<file path="src/sv/pcx_pkg.sv">
// shared types and constants of the pcx run-length line encoder
package pcx_pkg;

    localparam int unsigned MAX_RUN_DEF = 63;
    localparam int unsigned QUEUE_DEPTH_DEF = 4;
    localparam int unsigned TOKENS = 3;

    localparam logic [7:0] COUNT_TAG = 8'hC0;
    localparam logic [7:0] ESCAPE_BYTE = 8'hC1;
    localparam logic [15:0] WIDTH_RESET = 16'd1;

    typedef struct packed {
        logic [7:0] value;
        logic [5:0] len;
    } t_run;

    typedef struct packed {
        logic [TOKENS-1:0] tok_vld;
        t_run [TOKENS-1:0] tok;
        logic              line_end;
    } t_entry;

endpackage

</file>
<file path="src/sv/pcx_ifs.sv">
// valid/ready channel interfaces for pixels in and encoded bytes out
interface pcx_pix_if;
    logic       valid;
    logic       ready;
    logic [7:0] pixel;

    modport source (output valid, output pixel, input ready);
    modport sink (input valid, input pixel, output ready);
endinterface

interface pcx_byte_if;
    logic       valid;
    logic       ready;
    logic [7:0] out_byte;
    logic       line_end;
    logic       last;

    modport source (output valid, output out_byte, output line_end, output last, input ready);
    modport sink (input valid, input out_byte, input line_end, input last, output ready);
endinterface

</file>
<file path="src/sv/pcx_front.sv">
// front end: run tracking, line column counter, run tokens per pixel
module pcx_front #(
    parameter int unsigned MAX_RUN = pcx_pkg::MAX_RUN_DEF
) (
    input  logic            i_clk,
    input  logic            i_rst_n,
    input  logic            i_cfg_we,
    input  logic [15:0]     i_cfg_data,
    pcx_pix_if.sink         i_pix,
    input  logic            i_full,
    output logic            o_push,
    output pcx_pkg::t_entry o_entry
);
    import pcx_pkg::*;

    localparam logic [5:0] MaxLen = 6'(MAX_RUN);

    logic [15:0] r_width;
    logic [7:0]  r_val, n_val;
    logic [5:0]  r_len, n_len;
    logic [15:0] r_col, n_col;
    t_entry      entry;
    logic        accept;

    assign i_pix.ready = !i_full;
    assign accept = i_pix.valid && i_pix.ready;

    always_comb begin
        logic [7:0]  v1, v2;
        logic [5:0]  l1, l2;
        logic [15:0] end_col;
        entry = '0;
        end_col = r_width - 16'd1;
        // extend the open run or close it and start a new one
        if (r_len != 6'd0 && i_pix.pixel == r_val && r_len < MaxLen) begin
            v1 = r_val;
            l1 = r_len + 6'd1;
        end else begin
            if (r_len != 6'd0) begin
                entry.tok_vld[0] = 1'b1;
                entry.tok[0].value = r_val;
                entry.tok[0].len = r_len;
            end
            v1 = i_pix.pixel;
            l1 = 6'd1;
        end
        v2 = v1;
        l2 = l1;
        if (r_col == end_col) begin
            // odd width: a zero pad pixel joins the line
            if (r_width[0]) begin
                if (v1 == 8'd0 && l1 < MaxLen) begin
                    l2 = l1 + 6'd1;
                end else begin
                    entry.tok_vld[1] = 1'b1;
                    entry.tok[1].value = v1;
                    entry.tok[1].len = l1;
                    v2 = 8'd0;
                    l2 = 6'd1;
                end
            end
            entry.tok_vld[2] = 1'b1;
            entry.tok[2].value = v2;
            entry.tok[2].len = l2;
            entry.line_end = 1'b1;
            n_val = v2;
            n_len = 6'd0;
            n_col = 16'd0;
        end else begin
            n_val = v1;
            n_len = l1;
            n_col = r_col + 16'd1;
        end
    end

    always_ff @(posedge i_clk) begin
        if (!i_rst_n) begin
            r_width <= WIDTH_RESET;
            r_val <= 8'd0;
            r_len <= 6'd0;
            r_col <= 16'd0;
        end else begin
            if (i_cfg_we) begin
                r_width <= i_cfg_data;
            end
            if (accept) begin
                r_val <= n_val;
                r_len <= n_len;
                r_col <= n_col;
            end
        end
    end

    assign o_push = accept && (entry.tok_vld != '0);
    assign o_entry = entry;

endmodule

</file>
<file path="src/sv/pcx_queue.sv">
// short token queue between front and back end
module pcx_queue #(
    parameter int unsigned DEPTH = pcx_pkg::QUEUE_DEPTH_DEF
) (
    input  logic            i_clk,
    input  logic            i_rst_n,
    input  logic            i_push,
    input  pcx_pkg::t_entry i_entry,
    output logic            o_full,
    input  logic            i_pop,
    output pcx_pkg::t_entry o_head,
    output logic            o_empty
);
    import pcx_pkg::*;

    localparam int unsigned AW = $clog2(DEPTH);
    localparam int unsigned CW = $clog2(DEPTH + 1);
    localparam logic [AW-1:0] LastPtr = AW'(DEPTH - 1);

    t_entry          r_mem [DEPTH];
    logic [AW-1:0]   r_wptr, r_rptr;
    logic [CW-1:0]   r_count;

    assign o_full = (r_count == CW'(DEPTH));
    assign o_empty = (r_count == '0);
    assign o_head = r_mem[r_rptr];

    always_ff @(posedge i_clk) begin
        if (i_push) begin
            r_mem[r_wptr] <= i_entry;
        end
    end

    always_ff @(posedge i_clk) begin
        if (!i_rst_n) begin
            r_wptr <= '0;
            r_rptr <= '0;
            r_count <= '0;
        end else begin
            if (i_push) begin
                r_wptr <= (r_wptr == LastPtr) ? '0 : r_wptr + 1'b1;
            end
            if (i_pop) begin
                r_rptr <= (r_rptr == LastPtr) ? '0 : r_rptr + 1'b1;
            end
            case ({i_push, i_pop})
                2'b10:   r_count <= r_count + 1'b1;
                2'b01:   r_count <= r_count - 1'b1;
                default: r_count <= r_count;
            endcase
        end
    end

endmodule

</file>
<file path="src/sv/pcx_back.sv">
// back end: turns queued run tokens into bytes, one byte per cycle while the output is ready
module pcx_back (
    input  logic            i_clk,
    input  logic            i_rst_n,
    input  pcx_pkg::t_entry i_head,
    input  logic            i_empty,
    output logic            o_pop,
    pcx_byte_if.source      o_byte
);
    import pcx_pkg::*;

    logic [1:0] r_slot;
    logic       r_phase;
    logic       r_ovld;
    logic [7:0] r_obyte;
    logic       r_oend;
    logic       r_olast;

    logic [1:0] cur;
    logic       later;
    logic       two_byte;
    logic       tok_done;
    logic       ent_done;
    logic       advance;
    logic [7:0] byte_out;
    t_run       run;

    always_comb begin
        logic found;
        found = 1'b0;
        cur = r_slot;
        later = 1'b0;
        for (int i = 0; i < TOKENS; i++) begin
            if (!found && 2'(i) >= r_slot && i_head.tok_vld[i]) begin
                cur = 2'(i);
                found = 1'b1;
            end else if (found && i_head.tok_vld[i]) begin
                later = 1'b1;
            end
        end
    end

    assign run = i_head.tok[cur];
    assign two_byte = (run.len >= 6'd2) || (run.value >= COUNT_TAG);
    assign tok_done = r_phase || !two_byte;
    assign ent_done = tok_done && !later;
    assign advance = !i_empty && (!r_ovld || o_byte.ready);
    assign o_pop = advance && ent_done;

    always_comb begin
        if (r_phase) begin
            byte_out = run.value;
        end else if (run.len >= 6'd2) begin
            byte_out = COUNT_TAG | {2'b00, run.len};
        end else if (run.value >= COUNT_TAG) begin
            byte_out = ESCAPE_BYTE;
        end else begin
            byte_out = run.value;
        end
    end

    always_ff @(posedge i_clk) begin
        if (!i_rst_n) begin
            r_slot <= 2'd0;
            r_phase <= 1'b0;
            r_ovld <= 1'b0;
        end else begin
            if (advance) begin
                r_ovld <= 1'b1;
                if (ent_done) begin
                    r_slot <= 2'd0;
                    r_phase <= 1'b0;
                end else if (tok_done) begin
                    r_slot <= cur + 2'd1;
                    r_phase <= 1'b0;
                end else begin
                    r_slot <= cur;
                    r_phase <= 1'b1;
                end
            end else if (o_byte.ready) begin
                r_ovld <= 1'b0;
            end
        end
    end

    always_ff @(posedge i_clk) begin
        if (advance) begin
            r_obyte <= byte_out;
            r_olast <= ent_done;
            r_oend <= ent_done && i_head.line_end;
        end
    end

    assign o_byte.valid = r_ovld;
    assign o_byte.out_byte = r_obyte;
    assign o_byte.line_end = r_oend;
    assign o_byte.last = r_olast;

endmodule

</file>
<file path="src/sv/pcx_rle_line_encoder.sv">
// pcx run-length line encoder top level
// path: tokens are registered in the token queue, then bytes in the back end output register
// throughput: one pixel request per cycle while the token queue has room; one byte per cycle
//   out while the output is ready, and a pixel yields up to 5 bytes
// the output byte rate of the back end, buffered by the token queue, sets sustained rate
// reset: synchronous active low; clears run state, column, queue and output; width back to 1
module pcx_rle_line_encoder #(
    parameter int unsigned MAX_RUN = pcx_pkg::MAX_RUN_DEF,
    parameter int unsigned QUEUE_DEPTH = pcx_pkg::QUEUE_DEPTH_DEF
) (
    input  logic        i_clk,
    input  logic        i_rst_n,
    input  logic        i_cfg_we,
    input  logic [15:0] i_cfg_data,
    pcx_pix_if.sink     i_pix,
    pcx_byte_if.source  o_byte
);
    import pcx_pkg::*;

    // tokens of one pixel request, pushed by the front end
    logic   q_push;
    t_entry q_in;
    logic   q_full;
    // head of the queue, drained by the back end
    logic   q_pop;
    t_entry q_head;
    logic   q_empty;

    // front end keeps the open run and the column, and splits each pixel
    // into up to three closed runs: the run it ends, the run closed by the
    // zero pad of an odd line, and the run flushed at line end
    pcx_front #(
        .MAX_RUN (MAX_RUN)
    ) u_front (
        .i_clk      (i_clk),
        .i_rst_n    (i_rst_n),
        .i_cfg_we   (i_cfg_we),
        .i_cfg_data (i_cfg_data),
        .i_pix      (i_pix),
        .i_full     (q_full),
        .o_push     (q_push),
        .o_entry    (q_in)
    );

    // decouples pixel intake from byte output
    pcx_queue #(
        .DEPTH (QUEUE_DEPTH)
    ) u_queue (
        .i_clk   (i_clk),
        .i_rst_n (i_rst_n),
        .i_push  (q_push),
        .i_entry (q_in),
        .o_full  (q_full),
        .i_pop   (q_pop),
        .o_head  (q_head),
        .o_empty (q_empty)
    );

    // back end emits count, escape and value bytes through an output register
    pcx_back u_back (
        .i_clk   (i_clk),
        .i_rst_n (i_rst_n),
        .i_head  (q_head),
        .i_empty (q_empty),
        .o_pop   (q_pop),
        .o_byte  (o_byte)
    );

`ifndef ASSERT_OFF
    // the front end never writes into a full queue
    a_no_overflow: assert property (@(posedge i_clk) disable iff (!i_rst_n)
        q_push |-> !q_full)
        else $error("token queue overflow");

    // nothing is popped from an empty queue
    a_no_underflow: assert property (@(posedge i_clk) disable iff (!i_rst_n)
        q_pop |-> !q_empty)
        else $error("token queue underflow");

    // retiring an entry always presents its final byte next
    a_pop_gives_last: assert property (@(posedge i_clk) disable iff (!i_rst_n)
        q_pop |=> (o_byte.valid && o_byte.last))
        else $error("entry retired without final byte");

    // a line end marker only rides on the final byte of a request
    a_end_is_last: assert property (@(posedge i_clk) disable iff (!i_rst_n)
        (o_byte.valid && o_byte.line_end) |-> o_byte.last)
        else $error("line end on a non-final byte");
`endif

endmodule
</file>
<file path="src/flat_wrapper.sv">
// flat-port wrapper written by rule: the top's interface ports become plain ports
module pcx_rle_line_encoder_flat import pcx_pkg::*;
#(
    parameter int unsigned MAX_RUN = pcx_pkg::MAX_RUN_DEF,
    parameter int unsigned QUEUE_DEPTH = pcx_pkg::QUEUE_DEPTH_DEF
)
  (i_clk, i_rst_n, i_cfg_we, i_cfg_data, i_pix_valid, i_pix_pixel, i_pix_ready, o_byte_valid, o_byte_out_byte, o_byte_line_end, o_byte_last, o_byte_ready);
  pcx_pix_if i_pix_i ();
  pcx_byte_if o_byte_i ();
  input  logic i_clk;
  input  logic i_rst_n;
  input  logic i_cfg_we;
  input  logic [15:0] i_cfg_data;
  input wire logic [$bits(i_pix_i.valid)-1:0] i_pix_valid;
  input wire logic [$bits(i_pix_i.pixel)-1:0] i_pix_pixel;
  output wire logic [$bits(i_pix_i.ready)-1:0] i_pix_ready;
  output wire logic [$bits(o_byte_i.valid)-1:0] o_byte_valid;
  output wire logic [$bits(o_byte_i.out_byte)-1:0] o_byte_out_byte;
  output wire logic [$bits(o_byte_i.line_end)-1:0] o_byte_line_end;
  output wire logic [$bits(o_byte_i.last)-1:0] o_byte_last;
  input wire logic [$bits(o_byte_i.ready)-1:0] o_byte_ready;
  assign i_pix_i.valid = i_pix_valid;
  assign i_pix_i.pixel = i_pix_pixel;
  assign i_pix_ready = i_pix_i.ready;
  assign o_byte_valid = o_byte_i.valid;
  assign o_byte_out_byte = o_byte_i.out_byte;
  assign o_byte_line_end = o_byte_i.line_end;
  assign o_byte_last = o_byte_i.last;
  assign o_byte_i.ready = o_byte_ready;
  pcx_rle_line_encoder #(.MAX_RUN(MAX_RUN), .QUEUE_DEPTH(QUEUE_DEPTH)) u_core (.i_clk(i_clk), .i_rst_n(i_rst_n), .i_cfg_we(i_cfg_we), .i_cfg_data(i_cfg_data), .i_pix(i_pix_i), .o_byte(o_byte_i));
endmodule
</file>
<file path="config.mk">
export PLATFORM = sky130hd
export DESIGN_NAME = pcx_rle_line_encoder_flat
export DESIGN_NICKNAME = d
export VERILOG_FILES = /design/src/sv/pcx_pkg.sv /design/src/sv/pcx_ifs.sv /design/src/sv/pcx_front.sv /design/src/sv/pcx_queue.sv /design/src/sv/pcx_back.sv /design/src/sv/pcx_rle_line_encoder.sv /design/src/flat_wrapper.sv
export SDC_FILE = /design/constraint.sdc
export NUM_CORES = 1
export LEC_CHECK = 0
export ABC_AREA = 1
export BUFFER_PORTS_ARGS = -buffer_cell sky130_fd_sc_hd__buf_4
export CELL_PAD_IN_SITES_DETAIL_PLACEMENT = 0
export CELL_PAD_IN_SITES_GLOBAL_PLACEMENT = 1
export CORE_MARGIN = 3
export CORE_UTILIZATION = 49
export DETAILED_ROUTE_END_ITERATION = 10
export PLACE_DENSITY_LB_ADDON = 0.3
export SLEW_MARGIN = 20
export SYNTH_ARGS = -nofsm -noshare
export SYNTH_HDL_FRONTEND = slang
export SYNTH_SLANG_ARGS = --single-unit
</file>
<file path="constraint.sdc">
create_clock -name i_clk -period 5.3 [get_ports i_clk]
set_input_delay 0.265 -clock i_clk [delete_from_list [all_inputs] [get_ports i_clk]]
set_output_delay 0.265 -clock i_clk [all_outputs]
set_load 0.02 [all_outputs]
</file>
# After elaboration in Yosys (flattened, before gate mapping)
# Memory sizes are Yosys's and may differ from the RTL's. A register that Yosys moved wholly into a read port is not among the register bits.
# Index checks and enable logic that the tools add are counted.
# totals
out_inout_bits	12
ff_bits	67
inputBits	29
ram_bits	184
elab_cells	117
memories	1
# memory_table
memory	depth	word_bits	rd	rd_clocked_by_memory_dff	write_ports	line_no	rtl
u_core.u_queue.r_mem	4	46	1	1	1	pcx_queue.sv:20	t_entry r_mem [DEPTH];
# op_classes
muxes	47
order_cmp	8
add_sub_neg	9
eq_ne	7
reduce_logical	32
# op_table
cell	count
$mux W14	5
$mux W8	7
$bmux W14 S2	1
$mux W28	1
$mux W6	4
$mux W2	10
$mux W1	17
$add A16 B1 Y16 const B	1
$eq A16 B16 Y1	1
$logic_and A1 B1 Y1	16
$mux W16	1
$sub A16 B1 Y16 const B	1
$add A6 B1 Y6 const B	2
$lt A6 B6 Y1 const B	2
$eq A8 B8 Y1	1
$ge A8 B8 Y1 const B	1
$logic_not A8 Y1	1
$logic_not A1 Y1	7
$add A2 B1 Y2 const B	3
$eq A2 B2 Y1 const B	3
$ge A6 B2 Y1 const B	1
$pmux W3 S2	1
$reduce_bool A6 Y1	1
$ge A1 B2 Y1 const A	2
10 further kinds	13

# Logic depth before layout (Yosys ltp)
# Gate-level depths: netlist of run 1.
# logic_depth
word_depth	21
mapped_depth	24
mapped_depth_nobuf	23

# Cells and area by module
# From an unflattened synthesis of run 1, not the netlist that was laid out.
# hier_totals
cells_unflattened	1251
area_unflattened_um2	11898.9
# by_module_without_submodules
mod	n_inst	cells_per_inst	area_each_um2
pcx_queue	1	505	7283.2
pcx_front	1	589	3484.6
pcx_back	1	157	1131.1

# Worst setup path before layout of run 1
# No wires, ideal clock.
# synth_timing
path_type	register to register
startpoint	reg u_core.u_front.r_width[0]
endpoint	mem u_core.u_queue.r_mem[0][0] (netlist bit) (enable)
synth_period_minus_slack_ns	4.296
path_buffers	2
arrival_ns	3.849
t_required_ns	4.853
slack_ns	1.004
stages_incl_launch_ff	17
cell_sequence	dfxtp_1 > inv_2 > buf_2 > ha_1 > nand3_1 > nor2_2 > nand3_1 > inv_1 > nand2_1 > nand2_1 > nand2_1 > nor2_1 > nand3_1 > o21ai_1 > nand2_1 > buf_2 > nor2_1
# synth_between
elab_chain_len	7
# synth_rtl
element	line_no	rtl
start: declaration	pcx_front.sv:18	logic [15:0] r_width;
start signal: assignment	pcx_front.sv:84	r_width <= i_cfg_data;
$sub A16 B1 Y16	pcx_front.sv:33	end_col = r_width - 16'd1;
$eq A16 B16 Y1	pcx_front.sv:49	if (r_col == end_col) begin
$mux W2 (*)	pcx_front.sv:49	
$reduce_bool A3 Y1 (*)	pcx_front.sv:94	assign o_push = accept && (entry.tok_vld != '0);
$logic_and A1 B1 Y1 (*)	pcx_front.sv:94	
$mux W1 (*)	pcx_queue.sv:29	if (i_push) begin
$mux W1 (implied by the code) (*)	pcx_queue.sv:30	r_mem[r_wptr] <= i_entry;
end: declaration	pcx_queue.sv:20	
# Mark *: on every way between the ends. The rest lies on a longest branch, timed or not.

==> results.sh, run 1 <==
export IMPL_drc_errors=0
export IMPL_start_kind="flip-flop"
export IMPL_row_count=55
export IMPL_clk_pin_slew_ps=60
export IMPL_cts_resized=0
export IMPL_synth_edf_count=190
export IMPL_die_height_um=159
export IMPL_yosysSeqAreaShare_pct=60.3
export IMPL_yosys_top_cells_count="nor2_1 (222), edfxtp_1 (190), nand2_1 (159)"
export IMPL_ys_warnings_count=0
export IMPL_synth_top_cells_by_area="edfxtp_1 (50%), dfxtp_1 (10%), nor2_1 (7.3%)"
export IMPL_p_leak_uw=0.00500
export IMPL_critical_path_class="reg2reg"
export IMPL_drt_iter0_markers=623
export IMPL_wl_per_cell_um=17.7
export IMPL_instances_no_fill=1558
export IMPL_die_area_um2=25200
export IMPL_drt_wl_total_mm=27.6
export IMPL_yosys_most_used_dff="edfxtp_1"
export IMPL_fin_crit_ps=4030
export IMPL_worst_slew_pin_transition_ps=945
export IMPL_cp_end_kind="flip-flop"
export IMPL_reg2reg_slack_ps=1270
export IMPL_start_util_pct=50.2
export IMPL_numCtsBuffers=27
export IMPL_async_flop_share_pct=0
export IMPL_max_stage_delay_ps=730
export IMPL_ir_drop_mv=0.251
export IMPL_setup_viol=0
export IMPL_io_pins=41
export IMPL_place_hpwl_mm=18.1
export IMPL_antenna_found_initial=0
export IMPL_crit_chain="inv_1, ha_1, nand3_2, nand2_1, nor2_1, nand2_2, inv_1, nand2_1, inv_1, nand4_1, o211ai_1, nand3_1, nor3_1"
export IMPL_reg2reg_to="u_core.u_queue.r_mem[2][20]"
export IMPL_ant_nets=0
export IMPL_worstHoldPathType="in2reg"
export IMPL_drive_gt1_share_pct=10.8
export IMPL_clk_latency_ps=540
export IMPL_critPathMaxFanout=15
export IMPL_cts_root_buf="clkbuf_16"
export IMPL_routabilityCongestion=0.836
export IMPL_diodes=0
export IMPL_syn_area_per_cell_um2=9.66
export IMPL_highest_layer="met4"
export IMPL_core_um2=22800
export IMPL_wl_met2_mm=13.4
export IMPL_ys_ff_latch=249
export IMPL_hold_path_end="u_core.u_front.r_width[6]"
export IMPL_post_route_period_util_pct=76.1
export IMPL_dr_pass1_iters=5
export IMPL_slew_headroom_pct=36.8
export IMPL_r2r_start="u_core.u_front.r_len[0]"
export IMPL_holdPathStages=3
export IMPL_cts_tree="built"
export IMPL_hp_start="i_cfg_data[6]"
export IMPL_finClkSkew_ps=19.0
export IMPL_cts_buffer_depth=3
export IMPL_yosysMostFrequentCell="nor2_1"
export IMPL_grt_usage_pct=21.5
export IMPL_r2r_cells=13
export IMPL_grt_max_degree=78
export IMPL_synth_top_area_share_pct=49.9
export IMPL_dp_cells=1498
export IMPL_rsz0062_at_grt="no"
export IMPL_cts_max_level=1
export IMPL_synth_cells=1183
export IMPL_syn2layout_area_growth_pct=13.4
export IMPL_cp_required_ps=5570
export IMPL_synth_distinct_cells=44
export IMPL_postCtsSetupBuffers=0
export IMPL_grt_pass1_vias=8078
export IMPL_max_freq_ghz=0.248
export IMPL_fin_setup_tns_ps=0
export IMPL_overflow=0
export IMPL_fin_nets=1265
export IMPL_drv_slew=0
export IMPL_cts_sinks=249
export IMPL_m1WireLength_mm=12.1
export IMPL_cp_arrival_ps=4310
export IMPL_dieWidth_um=159
export IMPL_port_buffers=40
export IMPL_final_hold_viol_count=0
export IMPL_cpMostUsedCell="inv_1"
export IMPL_vias_per_cell=5.36
export IMPL_grt_pass1_wl_mm=43.5
export IMPL_post_synth_top_area_cell="edfxtp_1"
export IMPL_dr_total_vias=8354
export IMPL_dr_wl_met3_mm=1.62
export IMPL_pwr_density_cell_nw_per_um2=359
export IMPL_final_util_pct=56.9
export IMPL_synth_nets=1223
export IMPL_ctsHoldBuffers=11
export IMPL_cap_violations=0
export IMPL_slowest_stage="nand3_1"
export IMPL_synth_area_um2=11400
export IMPL_status="finished, final reports clean"
-- metrics by stage --
| stage | setup WS (ps) | hold slack [ps] | power, uW | area [um2] |
|---|---|---|---|---|
| after CTS | 1310 | 3.66 | 4690 | 13000 |
| after floorplan | 1000 | 391 | 2710 | 11400 |
| final | 1270 | 21.8 | 4650 | 13000 |
| after global routing | 892 | 16.1 | 4840 | 13000 |
| after global placement | 1470 | 478 | 2910 | 12000 |
| after detailed placement | 1320 | 487 | 2920 | 12000 |
-- state kept, by name, indices dropped and copies added, names as in the netlist, 2 cells and up, named ones only --
register,count
u_core.u_back.r_slot,2
u_core.u_queue.r_count,3
u_core.u_queue.r_mem,180
u_core.u_queue.r_rptr,2
u_core.u_front.r_val,8
u_core.u_queue.r_wptr,2
u_core.u_front.r_width,16
u_core.u_back.o_byte.out_byte,8
u_core.u_front.r_len,6
u_core.u_front.r_col,16
-- how the worst max path moves through the flow --
stage	start	to
4_1_cts	u_core.u_front.r_len[0]	u_core.u_queue.r_mem[3][20]
6_report	u_core.u_front.r_len[0]	u_core.u_queue.r_mem[2][20]
3_3_place_gp	u_core.u_front.r_len[0]	u_core.u_queue.r_mem[1][20]
3_5_place_dp	u_core.u_front.r_len[0]	u_core.u_queue.r_mem[1][20]
5_1_grt	u_core.u_front.r_len[0]	u_core.u_queue.r_mem[0][20]
2_1_floorplan	u_core.u_front.r_width[0]	u_core.u_queue.r_mem[0][0]
-- area by class of cell --
type,instances,area (um2)
Fill cell,1960,9820
Clock inverter,13,119
Multi-Input combinational cell,776,3940
Timing Repair Buffer,62,493
Inverter,109,412
Clock buffer,36,719
Tap cell,313,392
Sequential cell,249,6890
-- layer usage --
metal | GRT usage [%] | vias up
met5 | 0 | -
met3 | 3.13 | 39
met2 | 36.9 | 239
met1 | 28.8 | 3942
li1 | - | 4134
met4 | 5.53 | 0
-- cell usage in the layout, fill, tap and decap left out, types with 25 or more instances in the layout --
cell type / count
nor2_1: 217
edfxtp_1: 190
nand2_1: 159
o21ai_0: 119
inv_1: 101
nand3_1: 73
dfxtp_1: 58
buf_4: 51
o22ai_1: 38
a21oi_1: 37
clkbuf_16: 27
xor2_1: 25
-- power breakdown --
part / internal [uW] / total (uW) / switching [uW]
Combinational: 217 / 675 / 459
Sequential: 2170 / 2210 / 41.8
Clock: 1010 / 1770 / 758
-- worst max-delay path: cells and delay by family, from the launching register on --
family	cells	cell delay [ps]
AO/OA/AOI/OAI	1	330
adder cells (fa/ha/maj)	1	210
buffers and inverters	3	520
flip-flops	1	380
AND/OR/NAND/NOR	8	2310
-- kinds of logic (layout without fill, tap and decap cells) --
logic type               after synthesis  in the layout  synth area share [%]
AO/OA/AOI/OAI                        213            213                  10.2
XOR/XNOR                              30             30                  2.30
adder cells (fa/ha/maj)               11             11                  1.27
buffers and inverters                158            220                  5.59
flip-flops                           249            249                  60.3
AND/OR/NAND/NOR                      522            522                  20.3
Note: power is estimated with default switching activity, not from simulation.
==> run 2, diff against run 1 <==
ABC_AREA = 0   (was 1)
CORE_UTILIZATION = 50   (was 49)
clock period = 3.71 ns   (was 5.3 ns; I/O delays follow)
==> run 2 against run 1 <==
Worst setup slack worse by 1200 ps. Synthesized cell count down 31%. Highest routed layer unchanged. First-iteration DRC count down 9.1%. Clock-buffer cell count down 7. Core utilization up 5.2 points. Sequential cell count is the same. Combinational power up 3%. Register-to-register slack got worse by 1200 ps. Largest cell class unchanged. Via count decreased by 15%.
==> results.sh, run 2 <==
export IMPL_reg_top3="u_core.u_queue.r_mem x180, u_core.u_front.r_col x16, u_core.u_front.r_width x16"
export IMPL_slew_headroom_pct=32.4
export IMPL_cts_max_level=1
export IMPL_yosys_most_used_dff="edfxtp_1"
export IMPL_cap_violations=0
export IMPL_status="finished, final reports clean"
export IMPL_syn_area_per_cell_um2=13.5
export IMPL_diodes=0
export IMPL_die_area_um2=24100
export IMPL_port_buffers=40
export IMPL_critPathMaxFanout=7
export IMPL_seq_area_um2=6890
export IMPL_dr_pass1_iters=4
export IMPL_cts_sinks=249
export IMPL_synth_top_area_share_pct=51.3
export IMPL_io_pins=41
export IMPL_place_hpwl_mm=17.2
export IMPL_synth_distinct_cells=71
export IMPL_fin_nets=963
export IMPL_cp_required_ps=4140
export IMPL_cp_end_kind="flip-flop"
export IMPL_largest_reg_flops=180
export IMPL_numCtsBuffers=26
export IMPL_worstHoldPathType="in2reg"
export IMPL_routabilityCongestion=0.858
export IMPL_final_hold_viol_count=0
export IMPL_antenna_found_initial=0
export IMPL_row_count=53
export IMPL_start_kind="flip-flop"
export IMPL_cts_buffer_depth=3
export IMPL_drv_slew=0
export IMPL_multiInputGateArea_um2=4080
export IMPL_grt_pass1_vias=7221
export IMPL_synth_top_cells_by_area="edfxtp_1 (51%), dfxtp_1 (11%), mux4_2 (8.5%)"
export IMPL_clk_pin_slew_ps=60
export IMPL_final_common_cell="edfxtp_1"
export IMPL_critical_path_class="reg2reg"
export IMPL_fin_hold_ws_ps=27.0
export IMPL_ir_drop_mv=0.361
export IMPL_post_route_period_util_pct=97.6
export IMPL_cts_root_buf="clkbuf_16"
export IMPL_wl_per_cell_um=20.7
export IMPL_drt_wl_total_mm=25.2
export IMPL_drt_iter0_markers=566
export IMPL_ant_nets=0
export IMPL_layout_common_cells="edfxtp_1 (190), buf_4 (81), nor2_1 (67), dfxtp_1 (57), nand2_1 (54)"
export IMPL_synth_nets=862
export IMPL_yosys_top_cells_count="edfxtp_1 (190), nor2_1 (67), dfxtp_1 (59)"
export IMPL_dr_total_vias=7124
export IMPL_async_flop_share_pct=0
export IMPL_clk_latency_ps=520
export IMPL_grt_max_degree=46
export IMPL_setup_viol=0
export IMPL_die_height_um=155
export IMPL_fin_crit_ps=3620
export IMPL_synth_area_um2=11100
export IMPL_synth_edf_count=190
export IMPL_finClkSkew_ps=10.8
export IMPL_overflow=0
export IMPL_ys_warnings_count=0
export IMPL_p_leak_uw=0.00473
export IMPL_vias_per_cell=5.85
export IMPL_synth_cells=822
export IMPL_ys_ff_latch=249
export IMPL_yosysMostFrequentCell="edfxtp_1"
export IMPL_syn2layout_area_growth_pct=19.4
export IMPL_cts_tree="built"
export IMPL_rsz0062_at_grt="no"
export IMPL_post_synth_top_area_cell="edfxtp_1"
export IMPL_fin_setup_tns_ps=0
export IMPL_regMostFlops="u_core.u_queue.r_mem"
export IMPL_pwr_density_cell_nw_per_um2=483
export IMPL_grt_usage_pct=20.8
export IMPL_max_freq_ghz=0.276
export IMPL_drc_errors=0
export IMPL_fillCellCount=1591
export IMPL_worst_slew_pin_transition_ps=1010
export IMPL_cp_arrival_ps=4050
export IMPL_dieWidth_um=155
export IMPL_core_um2=21400
export IMPL_drive_gt1_share_pct=23.1
export IMPL_yosysSeqAreaShare_pct=61.9
export IMPL_grt_pass1_wl_mm=39.5
export IMPL_start_util_pct=52.0
[run 2: cell types whose count changed in the layout (fill, tap and decap cells not counted), sizes merged, moves of 15 or more]
cell	previous run	this run
a21oi	37	53
xnor2	5	21
mux2i	0	30
dlygate4sd3	11	26
inv	109	20
o21ai	120	17
nor2	229	67
mux4	0	42
buf	51	90
and2	0	31
nand3	80	33
nand2	169	54
o22ai	38	3
[run 2: cells by family after synthesis]
| group | Yosys count | share of synthesized area [%] |
|---|---|---|
| DFF | 249 | 61.9 |
| and+or+nand+nor | 261 | 12.0 |
| adders and majority gates | 11 | 1.30 |
| buffers and inverters | 63 | 2.48 |
| muxes | 78 | 12.0 |
| AOI/OAI and AO/OA | 109 | 6.31 |
| xor gates and xnor gates | 51 | 4.01 |
[run 2: critical path, stage by stage (launching register included)]
cell and delay, ps:
dfxtp_1 350, inv_2 80, ha_4 170, or3b_4 420, a2111oi_2 330, mux2i_1 130, o31ai_1 250, a21oi_1 130
or4_4 470, a21oi_4 170, or3_4 140, inv_1 50, fa_2 500, a21bo_1 190, a21oi_1 150
[run 2: where the power goes]
part	switching (uW)	internal (uW)	leakage, uW	total, uW
sequential	43.2	3060	0.00234	3110
combinational	393	299	0.00198	692
clock	1030	1600	0.000411	2620
total	1460	4960	0.00473	6420
[run 2: worst paths after layout]
path,from,to,slack (ps),cells after the start
worst min-delay path,i_rst_n,u_core.u_queue.r_count[2],30,3
worst min register to register,u_core.u_back.o_byte.valid,u_core.u_back.o_byte.valid,470,2
worst max-delay path,u_core.u_front.r_width[1],u_core.u_queue.r_count[1],90,14
worst max register to register,u_core.u_front.r_width[1],u_core.u_queue.r_count[1],90,14
[run 2: cell type report]
cell class / instances / area share (%)
flip-flops and latches: 249 / 51.8
clock inverters: 18 / 1.44
clock buffers: 29 / 5.14
well taps: 275 / 2.59
inverters: 20 / 0.565
multi-input cells: 510 / 30.7
repair buffers: 116 / 7.76
[run 2: per-stage QoR]
step | setup slack, ps | util [%] | total power, uW | area (um2) | std cells
floorplan | 1.81 | - | 3570 | 11200 | 822
global placement | 109 | 56.4 | 3800 | 12100 | 1144
detailed placement | 10.2 | 56.4 | 3820 | 12100 | 1144
CTS | 6.39 | 61.7 | 6460 | 13200 | 1217
global route | 2.41 | 62.1 | 6650 | 13300 | 1217
finish | 89.6 | 62.1 | 6420 | 13300 | 1217
[run 2: repair_timing]
action                                  CTS  global route
hold endpoints to repair                 25             0
hold buffers                             26             0
endpoints found under the setup margin    1             6
buffers inserted                          0             0
pin swaps                                 0             1
gates resized for setup                   2            17
[run 2: routing by layer]
layer / track usage, % / vias up / wire length (um)
li1: - / 3291 / -
met1: 28.2 / 3561 / 10600
met2: 35.3 / 238 / 12500
met3: 3.28 / 34 / 1520
met4: 5.75 / 0 / 539
met5: 0 / - / 0
==> run 3, diff against run 2 <==
ABC_AREA = 1   (was 0)
CAP_MARGIN = 20   (was not set)
CORE_UTILIZATION = 49   (was 50)
==> run 3 against run 2 <==
Via count increased by 20%. Clock skew increased by 4.2 ps. Fmax increased by 8.1%. Critical endpoint is now u_core.u_queue.r_mem[2][24]. Worst setup slack improved by 270 ps. Core utilization decreased by 3.2 points. Routed wire length increased by 12%. Final cell count increased by 31%.
==> results.sh, run 3 (synthesized netlist as in run 1, its figures left out) <==
export IMPL_cts_root_buf="clkbuf_16"
export IMPL_cts_tree="built"
export IMPL_vias_per_cell=5.38
export IMPL_fin_setup_tns_ps=0
export IMPL_row_count=55
export IMPL_grt_max_degree=83
export IMPL_wl_per_cell_um=17.7
export IMPL_grt_usage_pct=21.9
export IMPL_dr_total_vias=8569
export IMPL_clk_pin_slew_ps=60
export IMPL_cts_max_level=1
export IMPL_worst_slew_pin_transition_ps=915
export IMPL_largest_reg_flops=180
export IMPL_routabilityCongestion=0.907
export IMPL_cp_end_kind="flip-flop"
export IMPL_drt_iter0_markers=688
export IMPL_place_hpwl_mm=18.7
export IMPL_ir_drop_mv=0.326
export IMPL_critical_path_class="reg2reg"
export IMPL_numCtsBuffers=27
export IMPL_finClkSkew_ps=15.0
export IMPL_slowest_stage="dfxtp_1"
export IMPL_rsz0062_at_grt="no"
export IMPL_layout_common_cells="nor2_1 (217), edfxtp_1 (190), nand2_1 (158), o21ai_0 (119), inv_1 (101)"
export IMPL_reg_top3="u_core.u_queue.r_mem x180, u_core.u_front.r_col x16, u_core.u_front.r_width x16"
export IMPL_final_hold_viol_count=0
export IMPL_die_area_um2=25200
export IMPL_slew_headroom_pct=38.9
export IMPL_syn2layout_area_growth_pct=17.3
export IMPL_port_buffers=40
export IMPL_grt_pass1_vias=8295
export IMPL_drive_gt1_share_pct=12.4
export IMPL_post_place_ws_ps=269
export IMPL_p_leak_uw=0.00523
export IMPL_overflow=0
export IMPL_regMostFlops="u_core.u_queue.r_mem"
export IMPL_fin_nets=1298
export IMPL_io_pins=41
export IMPL_drv_slew=0
export IMPL_die_height_um=159
export IMPL_ant_nets=0
export IMPL_drc_errors=0
export IMPL_setup_viol=0
export IMPL_worstHoldPathType="in2reg"
export IMPL_cp_arrival_ps=3640
export IMPL_core_um2=22800
export IMPL_final_common_cell="nor2_1"
export IMPL_crit_chain="inv_1, ha_1, nand3_2, nand2_1, nor2_1, nand2_2, inv_1, nand2_1, inv_1, nand4_1, o211ai_1, nand3_1, buf_4, nor2_1"
export IMPL_fin_ws_ps=359
export IMPL_fin_crit_ps=3350
export IMPL_drt_wl_total_mm=28.1
export IMPL_cts_sinks=249
export IMPL_finalPower_uw=6850
export IMPL_critPathMaxFanout=8
export IMPL_place_area_um2=12200
export IMPL_diodes=0
export IMPL_clk_latency_ps=530
export IMPL_start_kind="flip-flop"
export IMPL_final_area_um2=13400
export IMPL_cp_required_ps=4000
export IMPL_cap_violations=0
export IMPL_status="finished, final reports clean"
export IMPL_max_freq_ghz=0.298
export IMPL_start_util_pct=50.2
export IMPL_grt_pass1_wl_mm=44.6
export IMPL_post_route_period_util_pct=90.3
export IMPL_cpMostUsedCell="inv_1"
export IMPL_max_stage_delay_ps=380
export IMPL_dr_pass1_iters=5
export IMPL_pwr_density_cell_nw_per_um2=511
export IMPL_antenna_found_initial=0
export IMPL_dieWidth_um=159
export IMPL_cts_buffer_depth=3
==> run 3: changes by cell type in the layout (fill, tap and decap cells not counted), sizes merged, moves of 31 or more <==
cell,previous run,this run
o21ai,17,120
mux4,42,0
o22ai,3,38
and2,31,0
nor2,67,229
nand2,54,169
inv,20,109
nand3,33,80
==> run 3: layout make-up <==
cell class              count  area [um2]
clock buffers              38         768
multi-input cells         776        3950
flip-flops and latches    249        6890
fillers                  1962        9370
inverters                 109         412
repair buffers             95         857
clock inverters            12         139
well taps                 313         392
==> run 3: repair_timing <==
item | CTS | global route
hold endpoints to repair | 24 | 0
hold buffers | 26 | 0
resized for setup | 0 | 5
endpoints found under the setup margin | 0 | 49
buffers inserted | 0 | 4
==> run 3: final timing paths <==
check                                from                           to  slack, ps  cells past startpoint
hold / removal                    i_rst_n    u_core.u_queue.r_count[1]         20                      3
setup / recovery  u_core.u_front.r_len[0]  u_core.u_queue.r_mem[2][24]        360                     14
hold reg to reg   u_core.u_front.r_val[4]      u_core.u_front.r_val[4]        480                      2
setup reg to reg  u_core.u_front.r_len[0]  u_core.u_queue.r_mem[2][24]        360                     14
==> run 3: worst max-delay path, delay by kind of cell, from the launching register on <==
| kind | cells | cell delay [ps] |
|---|---|---|
| compound gates | 1 | 310 |
| fa+ha+maj | 1 | 220 |
| buf+inv | 4 | 580 |
| flops | 1 | 380 |
| simple gates | 8 | 1620 |
==> run 3: where the power goes <==
part | internal, uW | leakage, uW | switching (uW) | total [uW]
clock network | 1650 | 0.000445 | 1040 | 2690
registers | 3100 | 0.00228 | 53.9 | 3150
logic | 344 | 0.00251 | 664 | 1010
total | 5090 | 0.00523 | 1760 | 6850
==> run 3: through the flow <==
stage | cells | util, % | hold WS, ps
2_1_floorplan | 1183 | - | 312
3_3_place_gp | 1512 | 53.5 | 410
3_5_place_dp | 1512 | 53.5 | 415
4_1_cts | 1588 | 58.6 | 4.58
5_1_grt | 1592 | 58.9 | 25.8
6_report | 1592 | 58.9 | 22.4
==> run 3: per-layer routing <==
layer,part of all wire [%],global-route usage [%],wire (um)
met5,0,0,0
met4,2.8,6.96,784
met3,5.7,2.43,1590
met1,43,29.6,12200
met2,48,37.2,13500
